### config.mk
export PLATFORM = sky130hd
export DESIGN_NAME = dma_channel_start_control_top
export DESIGN_NICKNAME = d
export VERILOG_FILES = /design/src/hdl/dcsc_pkg.sv /design/src/hdl/dcsc_ram.sv /design/src/hdl/dcsc_obuf.sv /design/src/hdl/dcsc_ctrl.sv /design/src/hdl/dma_channel_start_control_top.sv
export SDC_FILE = /design/constraint.sdc
export NUM_CORES = 2
export LEC_CHECK = 0
export BUFFER_PORTS_ARGS = -buffer_cell sky130_fd_sc_hd__clkbuf_2
export CORE_MARGIN = 4
export CORE_UTILIZATION = 35
export CTS_CLUSTER_DIAMETER = 120
export DETAILED_ROUTE_END_ITERATION = 10
export PLACE_DENSITY = 0.53
export SETUP_SLACK_MARGIN = 0.15
export SLEW_MARGIN = 20
export SYNTH_ARGS = -nofsm -noshare
export SYNTH_HDL_FRONTEND = slang
export SYNTH_SLANG_ARGS = --single-unit
### constraint.sdc
create_clock -name clk -period 11.8 [get_ports clk]
set_input_delay 2.36 -clock clk [delete_from_list [all_inputs] [get_ports clk]]
set_output_delay 2.36 -clock clk [all_outputs]
set_load 0.01 [all_outputs]
### src/hdl/dcsc_pkg.sv
// package for the dma channel start control block
// types, register codes and field constants shared by the sequencer, output stage, top and testbench; no dependencies
`default_nettype none

package dcsc_pkg;

  localparam int unsigned NUM_CHANNELS_DEF = 10;
  localparam int unsigned DATA_W = 32;
  localparam int unsigned CNT_W = 17;
  localparam int unsigned CHAN_W = 4;
  localparam int unsigned SADR_W = 14;
  localparam int unsigned HALF_W = 16;

  localparam int unsigned STR_BIT = 8;
  localparam int unsigned MOD_LO = 2;
  localparam int unsigned MOD_HI = 3;
  localparam int unsigned DMAE_BIT = 0;
  localparam int unsigned SUSPEND_BIT = 16;

  localparam logic [1:0] MOD_NORMAL = 2'b00;
  localparam logic [1:0] MOD_BAD = 2'b11;

  localparam logic [DATA_W-1:0] MADR_SPR_MASK = 32'h7FFF_FFFF;
  localparam logic [SADR_W-1:0] SADR_MASK = 14'h3FF0;
  localparam logic [CNT_W-1:0] CNT_FULL = 17'h1_0000;

  typedef enum logic [1:0] {
    ACT_READ,
    ACT_WRITE,
    ACT_FINISH,
    ACT_NONE
  } action_t;

  typedef enum logic [2:0] {
    REG_CHCR,
    REG_QWC,
    REG_MADR,
    REG_SADR,
    REG_CTRL,
    REG_STAT,
    REG_ENABLE,
    REG_NONE
  } reg_kind_t;

  typedef enum logic [1:0] {
    EV_DONE,
    EV_START,
    EV_STOP
  } event_kind_t;

  typedef enum logic [2:0] {
    ST_IDLE,
    ST_RMW,
    ST_EXEC,
    ST_EVT,
    ST_DONE,
    ST_SWP_RD,
    ST_SWP_CHK
  } state_t;

  typedef struct packed {
    logic [DATA_W-1:0] ctl;
    logic [CNT_W-1:0]  cnt;
    logic [DATA_W-1:0] adr;
  } entry_t;

  typedef struct packed {
    event_kind_t       kind;
    logic [CHAN_W-1:0] chan;
    logic [DATA_W-1:0] data;
    logic              last;
  } word_t;

endpackage

`default_nettype wire

### src/hdl/dcsc_ram.sv
// generic single write port, single read port ram with registered read
// no dependencies
`default_nettype none

module dcsc_ram #(
  parameter int unsigned WIDTH = 8,
  parameter int unsigned DEPTH = 16,
  localparam int unsigned AW = (DEPTH > 1) ? $clog2(DEPTH) : 1
) (
  input  wire logic             clk,
  input  wire logic             we,
  input  wire logic [AW-1:0]    wr_addr,
  input  wire logic [WIDTH-1:0] wr_data,
  input  wire logic             rd_en,
  input  wire logic [AW-1:0]    rd_addr,
  output logic      [WIDTH-1:0] rd_data
);

  logic [WIDTH-1:0] mem_r [DEPTH];
  logic [WIDTH-1:0] rd_data_r;

  always_ff @(posedge clk) begin
    if (we) begin
      mem_r[wr_addr] <= wr_data;
    end
    if (rd_en) begin
      rd_data_r <= mem_r[rd_addr];
    end
  end

  assign rd_data = rd_data_r;

endmodule

`default_nettype wire

### src/hdl/dcsc_obuf.sv
// output register stage of the result channel
// depends on dcsc_pkg
`default_nettype none

module dcsc_obuf (
  input  wire logic                        clk,
  input  wire logic                        rst_n,
  input  wire logic                        push_valid,
  input  wire dcsc_pkg::word_t             push_word,
  output logic                             push_ready,
  output logic                             out_valid,
  input  wire logic                        out_ready,
  output logic [1:0]                       out_event_kind,
  output logic [dcsc_pkg::CHAN_W-1:0]      out_event_channel,
  output logic [dcsc_pkg::DATA_W-1:0]      out_read_data,
  output logic                             out_last
);

  logic            valid_r;
  logic            valid_nxt;
  dcsc_pkg::word_t word_r;

  assign push_ready = !valid_r || out_ready;

  always_comb begin
    valid_nxt = valid_r;
    if (push_valid && push_ready) begin
      valid_nxt = 1'b1;
    end else if (out_ready) begin
      valid_nxt = 1'b0;
    end
  end

  always_ff @(posedge clk) begin
    if (!rst_n) begin
      valid_r <= 1'b0;
    end else begin
      valid_r <= valid_nxt;
    end
  end

  always_ff @(posedge clk) begin
    if (push_valid && push_ready) begin
      word_r <= push_word;
    end
  end

  assign out_valid         = valid_r;
  assign out_event_kind    = 2'(word_r.kind);
  assign out_event_channel = word_r.chan;
  assign out_read_data     = word_r.data;
  assign out_last          = word_r.last;

endmodule

`default_nettype wire

### src/hdl/dcsc_ctrl.sv
// access sequencer: decodes a word, read-modify-writes the channel ram,
// keeps global registers and the start queue; depends on dcsc_pkg
`default_nettype none

module dcsc_ctrl #(
  parameter int unsigned NUM_CHANNELS = dcsc_pkg::NUM_CHANNELS_DEF,
  localparam int unsigned AW = $clog2(NUM_CHANNELS),
  localparam int unsigned EW = $bits(dcsc_pkg::entry_t)
) (
  input  wire logic                          clk,
  input  wire logic                          rst_n,
  input  wire logic                          in_valid,
  output logic                               in_ready,
  input  wire logic [1:0]                    in_action,
  input  wire logic [2:0]                    in_reg_kind,
  input  wire logic [dcsc_pkg::CHAN_W-1:0]   in_channel,
  input  wire logic [dcsc_pkg::DATA_W-1:0]   in_write_data,
  output logic                               ram_we,
  output logic [AW-1:0]                      ram_wr_addr,
  output logic [EW-1:0]                      ram_wr_data,
  output logic                               ram_rd_en,
  output logic [AW-1:0]                      ram_rd_addr,
  input  wire logic [EW-1:0]                 ram_rd_data,
  output logic                               push_valid,
  output dcsc_pkg::word_t                    push_word,
  input  wire logic                          push_ready
);

  localparam logic [dcsc_pkg::CHAN_W:0]   NCH  = (dcsc_pkg::CHAN_W+1)'(NUM_CHANNELS);
  localparam logic [dcsc_pkg::CHAN_W-1:0] SPR0 = dcsc_pkg::CHAN_W'(NUM_CHANNELS - 2);
  localparam logic [dcsc_pkg::CHAN_W-1:0] SPR1 = dcsc_pkg::CHAN_W'(NUM_CHANNELS - 1);
  localparam logic [AW-1:0]               LAST = AW'(NUM_CHANNELS - 1);

  dcsc_pkg::state_t      state_r, state_nxt;
  dcsc_pkg::action_t     act_r;
  dcsc_pkg::reg_kind_t   kind_r;
  logic [dcsc_pkg::CHAN_W-1:0] ch_r;
  logic [dcsc_pkg::DATA_W-1:0] wdata_r;
  logic                  rd_vld_r, rd_vld_nxt;
  logic [NUM_CHANNELS-1:0] valid_r, valid_nxt;
  logic [NUM_CHANNELS-1:0] pend_r, pend_nxt;
  logic [dcsc_pkg::DATA_W-1:0] ctrl_r, ctrl_nxt;
  logic [dcsc_pkg::DATA_W-1:0] stat_r, stat_nxt;
  logic [dcsc_pkg::DATA_W-1:0] enab_r, enab_nxt;
  logic [dcsc_pkg::SADR_W-1:0] sadr_r [2];
  logic [dcsc_pkg::SADR_W-1:0] sadr_nxt [2];
  logic [AW-1:0]         idx_r, idx_nxt;
  dcsc_pkg::event_kind_t evt_r, evt_nxt;
  logic [dcsc_pkg::DATA_W-1:0] rdata_r, rdata_nxt;

  dcsc_pkg::action_t     in_act;
  dcsc_pkg::reg_kind_t   in_kind;
  logic                  in_ok;
  logic                  needs_entry;
  logic                  accept;
  logic                  ch_ok;
  logic                  spr;
  logic                  slot;
  logic [AW-1:0]         chi;
  logic                  may_run;
  dcsc_pkg::entry_t      ent;
  dcsc_pkg::entry_t      ent_new;
  logic                  has_evt;
  logic                  go_sweep;
  logic                  hit;
  logic [dcsc_pkg::DATA_W-1:0] rd_val;

  assign in_act  = dcsc_pkg::action_t'(in_action);
  assign in_kind = dcsc_pkg::reg_kind_t'(in_reg_kind);
  assign in_ok   = {1'b0, in_channel} < NCH;
  assign needs_entry = in_ok &&
    (((in_act == dcsc_pkg::ACT_READ || in_act == dcsc_pkg::ACT_WRITE) &&
      (in_kind == dcsc_pkg::REG_CHCR || in_kind == dcsc_pkg::REG_QWC ||
       in_kind == dcsc_pkg::REG_MADR)) ||
     in_act == dcsc_pkg::ACT_FINISH);

  assign in_ready = (state_r == dcsc_pkg::ST_IDLE);
  assign accept   = in_valid && in_ready;

  assign ch_ok   = {1'b0, ch_r} < NCH;
  assign spr     = ch_ok && (ch_r == SPR0 || ch_r == SPR1);
  assign slot    = (ch_r == SPR1);
  assign chi     = ch_r[AW-1:0];
  assign may_run = ctrl_r[dcsc_pkg::DMAE_BIT] && !enab_r[dcsc_pkg::SUSPEND_BIT];
  assign ent     = rd_vld_r ? dcsc_pkg::entry_t'(ram_rd_data) : '0;
  assign hit     = pend_r[idx_r] && ent.ctl[dcsc_pkg::STR_BIT] && may_run;

  // next state
  always_comb begin
    state_nxt = state_r;
    unique case (state_r)
      dcsc_pkg::ST_IDLE: begin
        if (in_valid) begin
          state_nxt = needs_entry ? dcsc_pkg::ST_RMW : dcsc_pkg::ST_EXEC;
        end
      end
      dcsc_pkg::ST_RMW: begin
        if (has_evt) begin
          state_nxt = dcsc_pkg::ST_EVT;
        end else begin
          state_nxt = push_ready ? dcsc_pkg::ST_IDLE : dcsc_pkg::ST_DONE;
        end
      end
      dcsc_pkg::ST_EXEC: begin
        if (go_sweep) begin
          state_nxt = dcsc_pkg::ST_SWP_RD;
        end else begin
          state_nxt = push_ready ? dcsc_pkg::ST_IDLE : dcsc_pkg::ST_DONE;
        end
      end
      dcsc_pkg::ST_EVT: begin
        if (push_ready) begin
          state_nxt = dcsc_pkg::ST_DONE;
        end
      end
      dcsc_pkg::ST_DONE: begin
        if (push_ready) begin
          state_nxt = dcsc_pkg::ST_IDLE;
        end
      end
      dcsc_pkg::ST_SWP_RD: begin
        state_nxt = dcsc_pkg::ST_SWP_CHK;
      end
      dcsc_pkg::ST_SWP_CHK: begin
        if (!hit || push_ready) begin
          state_nxt = (idx_r == LAST) ? dcsc_pkg::ST_DONE : dcsc_pkg::ST_SWP_RD;
        end
      end
      default: state_nxt = dcsc_pkg::ST_IDLE;
    endcase
  end

  // datapath and outputs
  always_comb begin
    logic [dcsc_pkg::DATA_W-1:0] v;
    v           = wdata_r;
    ent_new     = ent;
    rd_val      = '0;
    has_evt     = 1'b0;
    go_sweep    = 1'b0;
    evt_nxt     = evt_r;
    rdata_nxt   = rdata_r;
    rd_vld_nxt  = rd_vld_r;
    valid_nxt   = valid_r;
    pend_nxt    = pend_r;
    ctrl_nxt    = ctrl_r;
    stat_nxt    = stat_r;
    enab_nxt    = enab_r;
    sadr_nxt    = sadr_r;
    idx_nxt     = idx_r;
    ram_rd_en   = 1'b0;
    ram_rd_addr = in_channel[AW-1:0];
    ram_we      = 1'b0;
    ram_wr_addr = chi;
    push_valid  = 1'b0;
    push_word   = '{kind: dcsc_pkg::EV_DONE, chan: '0, data: '0, last: 1'b1};

    unique case (state_r)
      dcsc_pkg::ST_IDLE: begin
        if (accept) begin
          ram_rd_en  = needs_entry;
          rd_vld_nxt = in_ok ? valid_r[in_channel[AW-1:0]] : 1'b0;
        end
      end
      dcsc_pkg::ST_RMW: begin
        case (act_r)
          dcsc_pkg::ACT_READ: begin
            case (kind_r)
              dcsc_pkg::REG_CHCR: rd_val = ent.ctl;
              dcsc_pkg::REG_QWC:  rd_val = dcsc_pkg::DATA_W'(ent.cnt);
              dcsc_pkg::REG_MADR: rd_val = ent.adr;
              default:            rd_val = '0;
            endcase
          end
          dcsc_pkg::ACT_WRITE: begin
            case (kind_r)
              dcsc_pkg::REG_CHCR: begin
                if (ent.ctl[dcsc_pkg::STR_BIT]) begin
                  if (!wdata_r[dcsc_pkg::STR_BIT]) begin
                    ent_new.ctl[dcsc_pkg::STR_BIT] = 1'b0;
                    pend_nxt[chi] = 1'b0;
                    has_evt = 1'b1;
                    evt_nxt = dcsc_pkg::EV_STOP;
                  end
                end else begin
                  if (v[dcsc_pkg::MOD_HI:dcsc_pkg::MOD_LO] == dcsc_pkg::MOD_BAD) begin
                    v[dcsc_pkg::MOD_HI] = 1'b0;
                  end
                  ent_new.ctl = v;
                  if (v[dcsc_pkg::STR_BIT]) begin
                    if (v[dcsc_pkg::MOD_HI:dcsc_pkg::MOD_LO] == dcsc_pkg::MOD_NORMAL &&
                        ent.cnt == '0) begin
                      ent_new.cnt = dcsc_pkg::CNT_FULL;
                    end
                    if (may_run) begin
                      has_evt = 1'b1;
                      evt_nxt = dcsc_pkg::EV_START;
                    end else begin
                      pend_nxt[chi] = 1'b1;
                    end
                  end
                end
              end
              dcsc_pkg::REG_QWC: begin
                ent_new.cnt = dcsc_pkg::CNT_W'(wdata_r[dcsc_pkg::HALF_W-1:0]);
              end
              dcsc_pkg::REG_MADR: begin
                ent_new.adr = spr ? (wdata_r & dcsc_pkg::MADR_SPR_MASK) : wdata_r;
              end
              default: ;
            endcase
          end
          dcsc_pkg::ACT_FINISH: begin
            ent_new.ctl[dcsc_pkg::STR_BIT] = 1'b0;
          end
          default: ;
        endcase
        ram_we         = 1'b1;
        valid_nxt[chi] = 1'b1;
        rdata_nxt      = rd_val;
        if (!has_evt) begin
          push_valid     = push_ready;
          push_word.data = rd_val;
        end
      end
      dcsc_pkg::ST_EXEC: begin
        case (act_r)
          dcsc_pkg::ACT_READ: begin
            case (kind_r)
              dcsc_pkg::REG_SADR:   rd_val = spr ? dcsc_pkg::DATA_W'(sadr_r[slot]) : '0;
              dcsc_pkg::REG_CTRL:   rd_val = ctrl_r;
              dcsc_pkg::REG_STAT:   rd_val = stat_r;
              dcsc_pkg::REG_ENABLE: rd_val = enab_r;
              default:              rd_val = '0;
            endcase
          end
          dcsc_pkg::ACT_WRITE: begin
            case (kind_r)
              dcsc_pkg::REG_SADR: begin
                if (spr) begin
                  sadr_nxt[slot] = wdata_r[dcsc_pkg::SADR_W-1:0] & dcsc_pkg::SADR_MASK;
                end
              end
              dcsc_pkg::REG_CTRL: begin
                ctrl_nxt = wdata_r;
                go_sweep = !ctrl_r[dcsc_pkg::DMAE_BIT] && wdata_r[dcsc_pkg::DMAE_BIT] &&
                           (pend_r != '0);
              end
              dcsc_pkg::REG_STAT: begin
                stat_nxt = {stat_r[dcsc_pkg::DATA_W-1:dcsc_pkg::HALF_W] ^
                            wdata_r[dcsc_pkg::DATA_W-1:dcsc_pkg::HALF_W],
                            stat_r[dcsc_pkg::HALF_W-1:0] & ~wdata_r[dcsc_pkg::HALF_W-1:0]};
              end
              dcsc_pkg::REG_ENABLE: begin
                enab_nxt = wdata_r;
                go_sweep = enab_r[dcsc_pkg::SUSPEND_BIT] && !wdata_r[dcsc_pkg::SUSPEND_BIT] &&
                           (pend_r != '0);
              end
              default: ;
            endcase
          end
          default: ;
        endcase
        rdata_nxt = rd_val;
        idx_nxt   = '0;
        if (!go_sweep) begin
          push_valid     = push_ready;
          push_word.data = rd_val;
        end
      end
      dcsc_pkg::ST_EVT: begin
        push_valid = push_ready;
        push_word  = '{kind: evt_r, chan: ch_r, data: '0, last: 1'b0};
      end
      dcsc_pkg::ST_DONE: begin
        push_valid     = push_ready;
        push_word.data = rdata_r;
      end
      dcsc_pkg::ST_SWP_RD: begin
        ram_rd_en   = 1'b1;
        ram_rd_addr = idx_r;
        rd_vld_nxt  = valid_r[idx_r];
      end
      dcsc_pkg::ST_SWP_CHK: begin
        push_word = '{kind: dcsc_pkg::EV_START, chan: dcsc_pkg::CHAN_W'(idx_r),
                      data: '0, last: 1'b0};
        if (hit) begin
          push_valid = push_ready;
          if (push_ready) begin
            pend_nxt[idx_r] = 1'b0;
          end
        end
        if (!hit || push_ready) begin
          idx_nxt = idx_r + AW'(1);
        end
      end
      default: ;
    endcase
  end

  assign ram_wr_data = EW'(ent_new);

  always_ff @(posedge clk) begin
    if (!rst_n) begin
      state_r <= dcsc_pkg::ST_IDLE;
      valid_r <= '0;
      pend_r  <= '0;
      ctrl_r  <= '0;
      stat_r  <= '0;
      enab_r  <= '0;
      sadr_r  <= '{default: '0};
      idx_r   <= '0;
    end else begin
      state_r <= state_nxt;
      valid_r <= valid_nxt;
      pend_r  <= pend_nxt;
      ctrl_r  <= ctrl_nxt;
      stat_r  <= stat_nxt;
      enab_r  <= enab_nxt;
      sadr_r  <= sadr_nxt;
      idx_r   <= idx_nxt;
    end
  end

  always_ff @(posedge clk) begin
    if (accept) begin
      act_r   <= in_act;
      kind_r  <= in_kind;
      ch_r    <= in_channel;
      wdata_r <= in_write_data;
    end
    rd_vld_r <= rd_vld_nxt;
    evt_r    <= evt_nxt;
    rdata_r  <= rdata_nxt;
  end

  a_push_ready: assert property (@(posedge clk) disable iff (!rst_n)
    push_valid |-> push_ready)
    else $error("word pushed into a full output stage");

  a_accept_route: assert property (@(posedge clk) disable iff (!rst_n)
    accept |=> (state_r == dcsc_pkg::ST_RMW || state_r == dcsc_pkg::ST_EXEC))
    else $error("accepted word not routed to ram or global stage");

  a_sweep_start: assert property (@(posedge clk) disable iff (!rst_n)
    (push_valid && state_r == dcsc_pkg::ST_SWP_CHK) |->
      (may_run && push_word.kind == dcsc_pkg::EV_START && !push_word.last))
    else $error("queued start released while controller may not run");

  a_no_write_in_sweep: assert property (@(posedge clk) disable iff (!rst_n)
    (state_r == dcsc_pkg::ST_SWP_RD || state_r == dcsc_pkg::ST_SWP_CHK) |-> !ram_we)
    else $error("channel ram written during queue release");

endmodule

`default_nettype wire

### src/hdl/dma_channel_start_control_top.sv
// top level of the dma channel start control block
// instantiates dcsc_ctrl, dcsc_ram and dcsc_obuf; depends on dcsc_pkg
//
// Usage: one input word per bus access (read, write or channel finished).
// Each access produces zero or more start/stop event words followed by one
// completion word with last set; a read completion carries the register value.
// Per-channel control, count and address live in one ram, read-modify-written.
// Sequence: with no event the completion is pushed to the output register
// from RMW or EXEC (from DONE if the output stage is full); with a start or
// stop event the event is pushed from EVT and the completion from DONE.
// A write that releases queued starts walks the channel ram, one SWP_RD and
// one SWP_CHK state per channel, then pushes its completion from DONE.
// The next access is accepted once the sequencer is back in IDLE.
// One access is in work at a time; in_ready is high only between accesses.
// The output register lets a new access be accepted while the last completion
// still waits; when out_ready stays low the sequencer holds its event or
// completion and in_ready stays low. Reset clears the state, the global
// registers, the start queue and the per-entry valid bits, so unwritten
// channel entries read as zero; no clearing pass is needed.
`default_nettype none

module dma_channel_start_control_top #(
  parameter int unsigned NUM_CHANNELS = dcsc_pkg::NUM_CHANNELS_DEF
) (
  input  wire logic                        clk,
  input  wire logic                        rst_n,
  input  wire logic                        in_valid,
  output logic                             in_ready,
  input  wire logic [1:0]                  in_action,
  input  wire logic [2:0]                  in_reg_kind,
  input  wire logic [dcsc_pkg::CHAN_W-1:0] in_channel,
  input  wire logic [dcsc_pkg::DATA_W-1:0] in_write_data,
  output logic                             out_valid,
  input  wire logic                        out_ready,
  output logic [1:0]                       out_event_kind,
  output logic [dcsc_pkg::CHAN_W-1:0]      out_event_channel,
  output logic [dcsc_pkg::DATA_W-1:0]      out_read_data,
  output logic                             out_last
);

  localparam int unsigned AW = $clog2(NUM_CHANNELS);
  localparam int unsigned EW = $bits(dcsc_pkg::entry_t);

  logic            ram_we;
  logic [AW-1:0]   ram_wr_addr;
  logic [EW-1:0]   ram_wr_data;
  logic            ram_rd_en;
  logic [AW-1:0]   ram_rd_addr;
  logic [EW-1:0]   ram_rd_data;
  logic            push_valid;
  logic            push_ready;
  dcsc_pkg::word_t push_word;

  dcsc_ctrl #(
    .NUM_CHANNELS(NUM_CHANNELS)
  ) u_ctrl (
    .clk          (clk),
    .rst_n        (rst_n),
    .in_valid     (in_valid),
    .in_ready     (in_ready),
    .in_action    (in_action),
    .in_reg_kind  (in_reg_kind),
    .in_channel   (in_channel),
    .in_write_data(in_write_data),
    .ram_we       (ram_we),
    .ram_wr_addr  (ram_wr_addr),
    .ram_wr_data  (ram_wr_data),
    .ram_rd_en    (ram_rd_en),
    .ram_rd_addr  (ram_rd_addr),
    .ram_rd_data  (ram_rd_data),
    .push_valid   (push_valid),
    .push_word    (push_word),
    .push_ready   (push_ready)
  );

  dcsc_ram #(
    .WIDTH(EW),
    .DEPTH(NUM_CHANNELS)
  ) u_ram (
    .clk    (clk),
    .we     (ram_we),
    .wr_addr(ram_wr_addr),
    .wr_data(ram_wr_data),
    .rd_en  (ram_rd_en),
    .rd_addr(ram_rd_addr),
    .rd_data(ram_rd_data)
  );

  dcsc_obuf u_obuf (
    .clk              (clk),
    .rst_n            (rst_n),
    .push_valid       (push_valid),
    .push_word        (push_word),
    .push_ready       (push_ready),
    .out_valid        (out_valid),
    .out_ready        (out_ready),
    .out_event_kind   (out_event_kind),
    .out_event_channel(out_event_channel),
    .out_read_data    (out_read_data),
    .out_last         (out_last)
  );

endmodule

`default_nettype wire

==> summary.txt <==
Run status
  – Status: completed

Floorplan
  – Die ar.: 0.140 mm²
  – Total core area: 0.133 mm²
  – # rows: 134
  – I/O Pins: 86
  – Starting Density: 35.2%
  – Die height: 374 µm
  – Die width: 374 µm

CTS
  – Post-CTS setup buffer count: 0
  – Later-pin clock latency in the skew report: 720 ps
  – Clock Pin Slew Worst Setup and Hold Paths: 60 ps
  – CTS tree: built
  – CTS Buf Count: 116
  – Clock Sinks: 1150
  – CTS Buffer Depth: 3
  – Post-CTS Resized: 0
  – Max H-tree Level: 3
  – Clk root buf: clkbuf_16
  – Hold buffer count at CTS: 0

Layout
  – Post-route cell area: 0.0529 mm²
  – Fill cell total of the finished layout: 12400
  – Area grow syn2layout: 12.8%
  – Nets: 3512
  – Fin cells: 5327
  – ANT cells: 0
  – Share of cells above drive strength 1: 14.7%
  – Post-layout util: 39.7%

GRT
  – GR peak layer: met2
  – Initial antenna violation count: 3
  – Vias in the first global route: 28400
  – Largest net degree at the start of global routing: 126
  – Grt ovf: 0
  – GRT met3 Usage: 2.91%
  – Global Route Usage Sum: 19.3%
  – Grt met1 use: 26.4%
  – Global-route wire length before repair: 201000 µm
  – GR Layer Usage met2: 31.7%

Timing
  – Crit path time final: 5240 ps
  – Final Max Slew Viols: 0
  – Relative slew slack: 22.0%
  – Worst clock skew: 24.2 ps
  – Peak Freq: 191 MHz
  – RSZ-0062 raised after global routing: no
  – Min Hold Slack: 430 ps
  – Setup TNS: 0 ps
  – Worst Tran Pin Value: 1160 ps
  – Fin crit share: 44.4%
  – Setup violations, final: 0
  – Final setup margin: 6560 ps
  – Fin. Hold Viols: 0

Synthesis
  – FF+latch count, synth: 1150
  – Most used flip-flop cell after synthesis: edfxtp_1
  – Compound-gate portion of the synthesized area: 10.2%
  – Largest family of logic cells by synthesized area: compound AO/OA/AOI/OAI gates
  – Seq/Total Area, Yosys: 70.6%
  – Yosys top cell area share: 64.4%
  – Share of flip-flops with an asynchronous set or reset: 0%
  – Mapped Cells: 3445
  – Post-synthesis simple-gate area fraction: 10.0%
  – Multiplexer share of the synthesized area: 6.29%
  – Unique masters post-synth: 71
  – EDFF count, synth: 1006
  – Yosys top cell by area: edfxtp_1
  – Synth Net Count: 3496
  – Mapped Area: 0.0469 mm²
  – Syn Area/Cell: 13.6 µm²
  – Post-Synth XOR/XNOR Area: 0.299%
  – Yosys warns: 0
  – Synth area leaders: edfxtp_1 64%, nand2_1 6.3%, dfxtp_1 6.1%, mux2i_1 3.5%, a2111oi_2 2.0%
  – Synth Area in Adders: 0.160%

Power and ir drop
  – Pwr dens: 165 mW/mm²
  – Leakage power: 17.8 nW
  – VDD IR max: 113 µV
  – Power Total: 8.71 mW

Flow run
  – Max-cap viol count: 0

Setup path
  – Crit path required time: 12280 ps
  – Crit-path slowest cell: buf_4
  – Crit start category: input port
  – Critical Path AT: 5720 ps
  – CP max stage delay: 860 ps
  – Crit-path cells: clkbuf_2, a21o_4, buf_12, buf_4, mux2_2, o22ai_1, a2111oi_2
  – Kind of critical path: in2reg
  – CP max FO: 125
  – Crit end category: register

Detailed routing
  – Final ANT Viol Nets: 0
  – DRC viols: 0
  – WL final: 138000 µm
  – Initial DRC Count: 2952
  – DR pass1 iterations: 5
  – Avg WL per Cell: 26.0 µm
  – Drt via density: 5.47
  – Total number of vias: 29200

Placement
  – Post-DP HPWL: 72600 µm
  – Placed Cells: 5111
  – Setup slack at placement: 5730 ps
  – Placed instance area: 0.0492 mm²
  – Port buffer count: 85
  – Gpl congestion: 0.757

Worst hold path
  – HP Class: reg2reg
## worst max-delay path, delay by kind of cell
family	cells	cell delay, ps
multiplexers	1	300
buffers and inverters	3	1630
AO/OA/AOI/OAI	3	1290
## cell usage in the layout, fill, tap and decap left out, types with 18 or more instances in the layout
cell type / Yosys / routed
mux4_2: 19 / 19
nand3_1: 58 / 57
a2111oi_2: 63 / 63
nor2_1: 137 / 134
a21oi_1: 109 / 108
dfxtp_1: 144 / 144
buf_4: 11 / 63
edfxtp_1: 1006 / 1006
o211a_1: 18 / 18
clkinv_2: 0 / 23
a32o_1: 64 / 64
o22ai_1: 65 / 65
o21ai_0: 143 / 133
clkbuf_2: 0 / 85
mux2i_1: 166 / 166
nand2_1: 785 / 784
clkinv_1: 1 / 37
and3_1: 68 / 66
mux2_2: 73 / 72
clkbuf_16: 0 / 119
a32oi_1: 32 / 32
o221ai_1: 33 / 33
o2bb2ai_1: 21 / 21
## kinds of logic (layout without fill, tap and decap cells)
kind of cell	count (synthesis)	count (layout)
simple gates	1126	1126
mux	260	260
compound gates	621	621
xor+xnor	16	16
buf+inv	266	380
fa+ha+maj	6	6
flops	1150	1150
## synth_stat cells (18+ instances only)
cell / count
edfxtp_1: 1006
nand2_1: 785
clkbuf_1: 173
mux2i_1: 166
dfxtp_1: 144
o21ai_0: 143
nor2_1: 137
a21oi_1: 109
mux2_2: 73
and3_1: 68
o22ai_1: 65
a32o_1: 64
a2111oi_2: 63
nand3_1: 58
buf_2: 56
o221ai_1: 33
a32oi_1: 32
o2bb2ai_1: 21
mux4_2: 19
o211a_1: 18
## layout make-up
class	instances	area, µm²	area share [%]
Sequential cell	1150	33100	62.6
Inverter	13	50.0	0.0946
Clock buffer	141	3110	5.88
Timing Repair Buffer	151	958	1.81
Tap cell	1768	2210	4.18
Multi-Input combinational cell	2029	12900	24.4
Clock inverter	75	596	1.13
## flip-flops by register name (all words and copies together) (netlist names), 10 cells and up, named ones only
signal and cells:
u_ctrl.rdata_r 32, u_ram.mem_r 810, u_ram.rd_data 81, u_ctrl.sadr_r 20, u_ctrl.enab_r 32, u_ctrl.stat_r 32, u_ctrl.wdata_r 32, u_ctrl.valid_r 10
u_obuf.out_read_data 32, u_ctrl.ctrl_r 32
## power by group
part / switching (mW) / leakage, nW / internal [mW]
Sequential: 0.0637 / 10.4 / 4.52
Combinational: 0.375 / 5.56 / 0.141
Clock: 1.55 / 1.82 / 2.06
## path summary, 6_finish.rpt
kind / cells after the start / slack (ps) / endpoint / startpoint
worst min-delay path: 2 / 430 / u_ctrl.stat_r[0]$_SDFFE_PN0P_ / u_ctrl.stat_r[0]$_SDFFE_PN0P_
worst min register to register: 2 / 430 / u_ctrl.stat_r[0]$_SDFFE_PN0P_ / u_ctrl.stat_r[0]$_SDFFE_PN0P_
worst max register to register: 7 / 7230 / u_ram.rd_data[54]$_DFFE_PP_ / u_ctrl.idx_r[1]$_SDFFE_PN0P_
worst max-delay path: 7 / 6560 / u_ram.rd_data[54]$_DFFE_PP_ / in_channel[1]
## per-layer routing
layer | vias to the layer above | share of wire (%)
met5 | - | 0.0094
li1 | 13000 | -
met1 | 14900 | 43
met4 | 2 | 2.6
met3 | 196 | 7.0
met2 | 1091 | 48
Note: power is estimated with default switching activity, not from simulation.
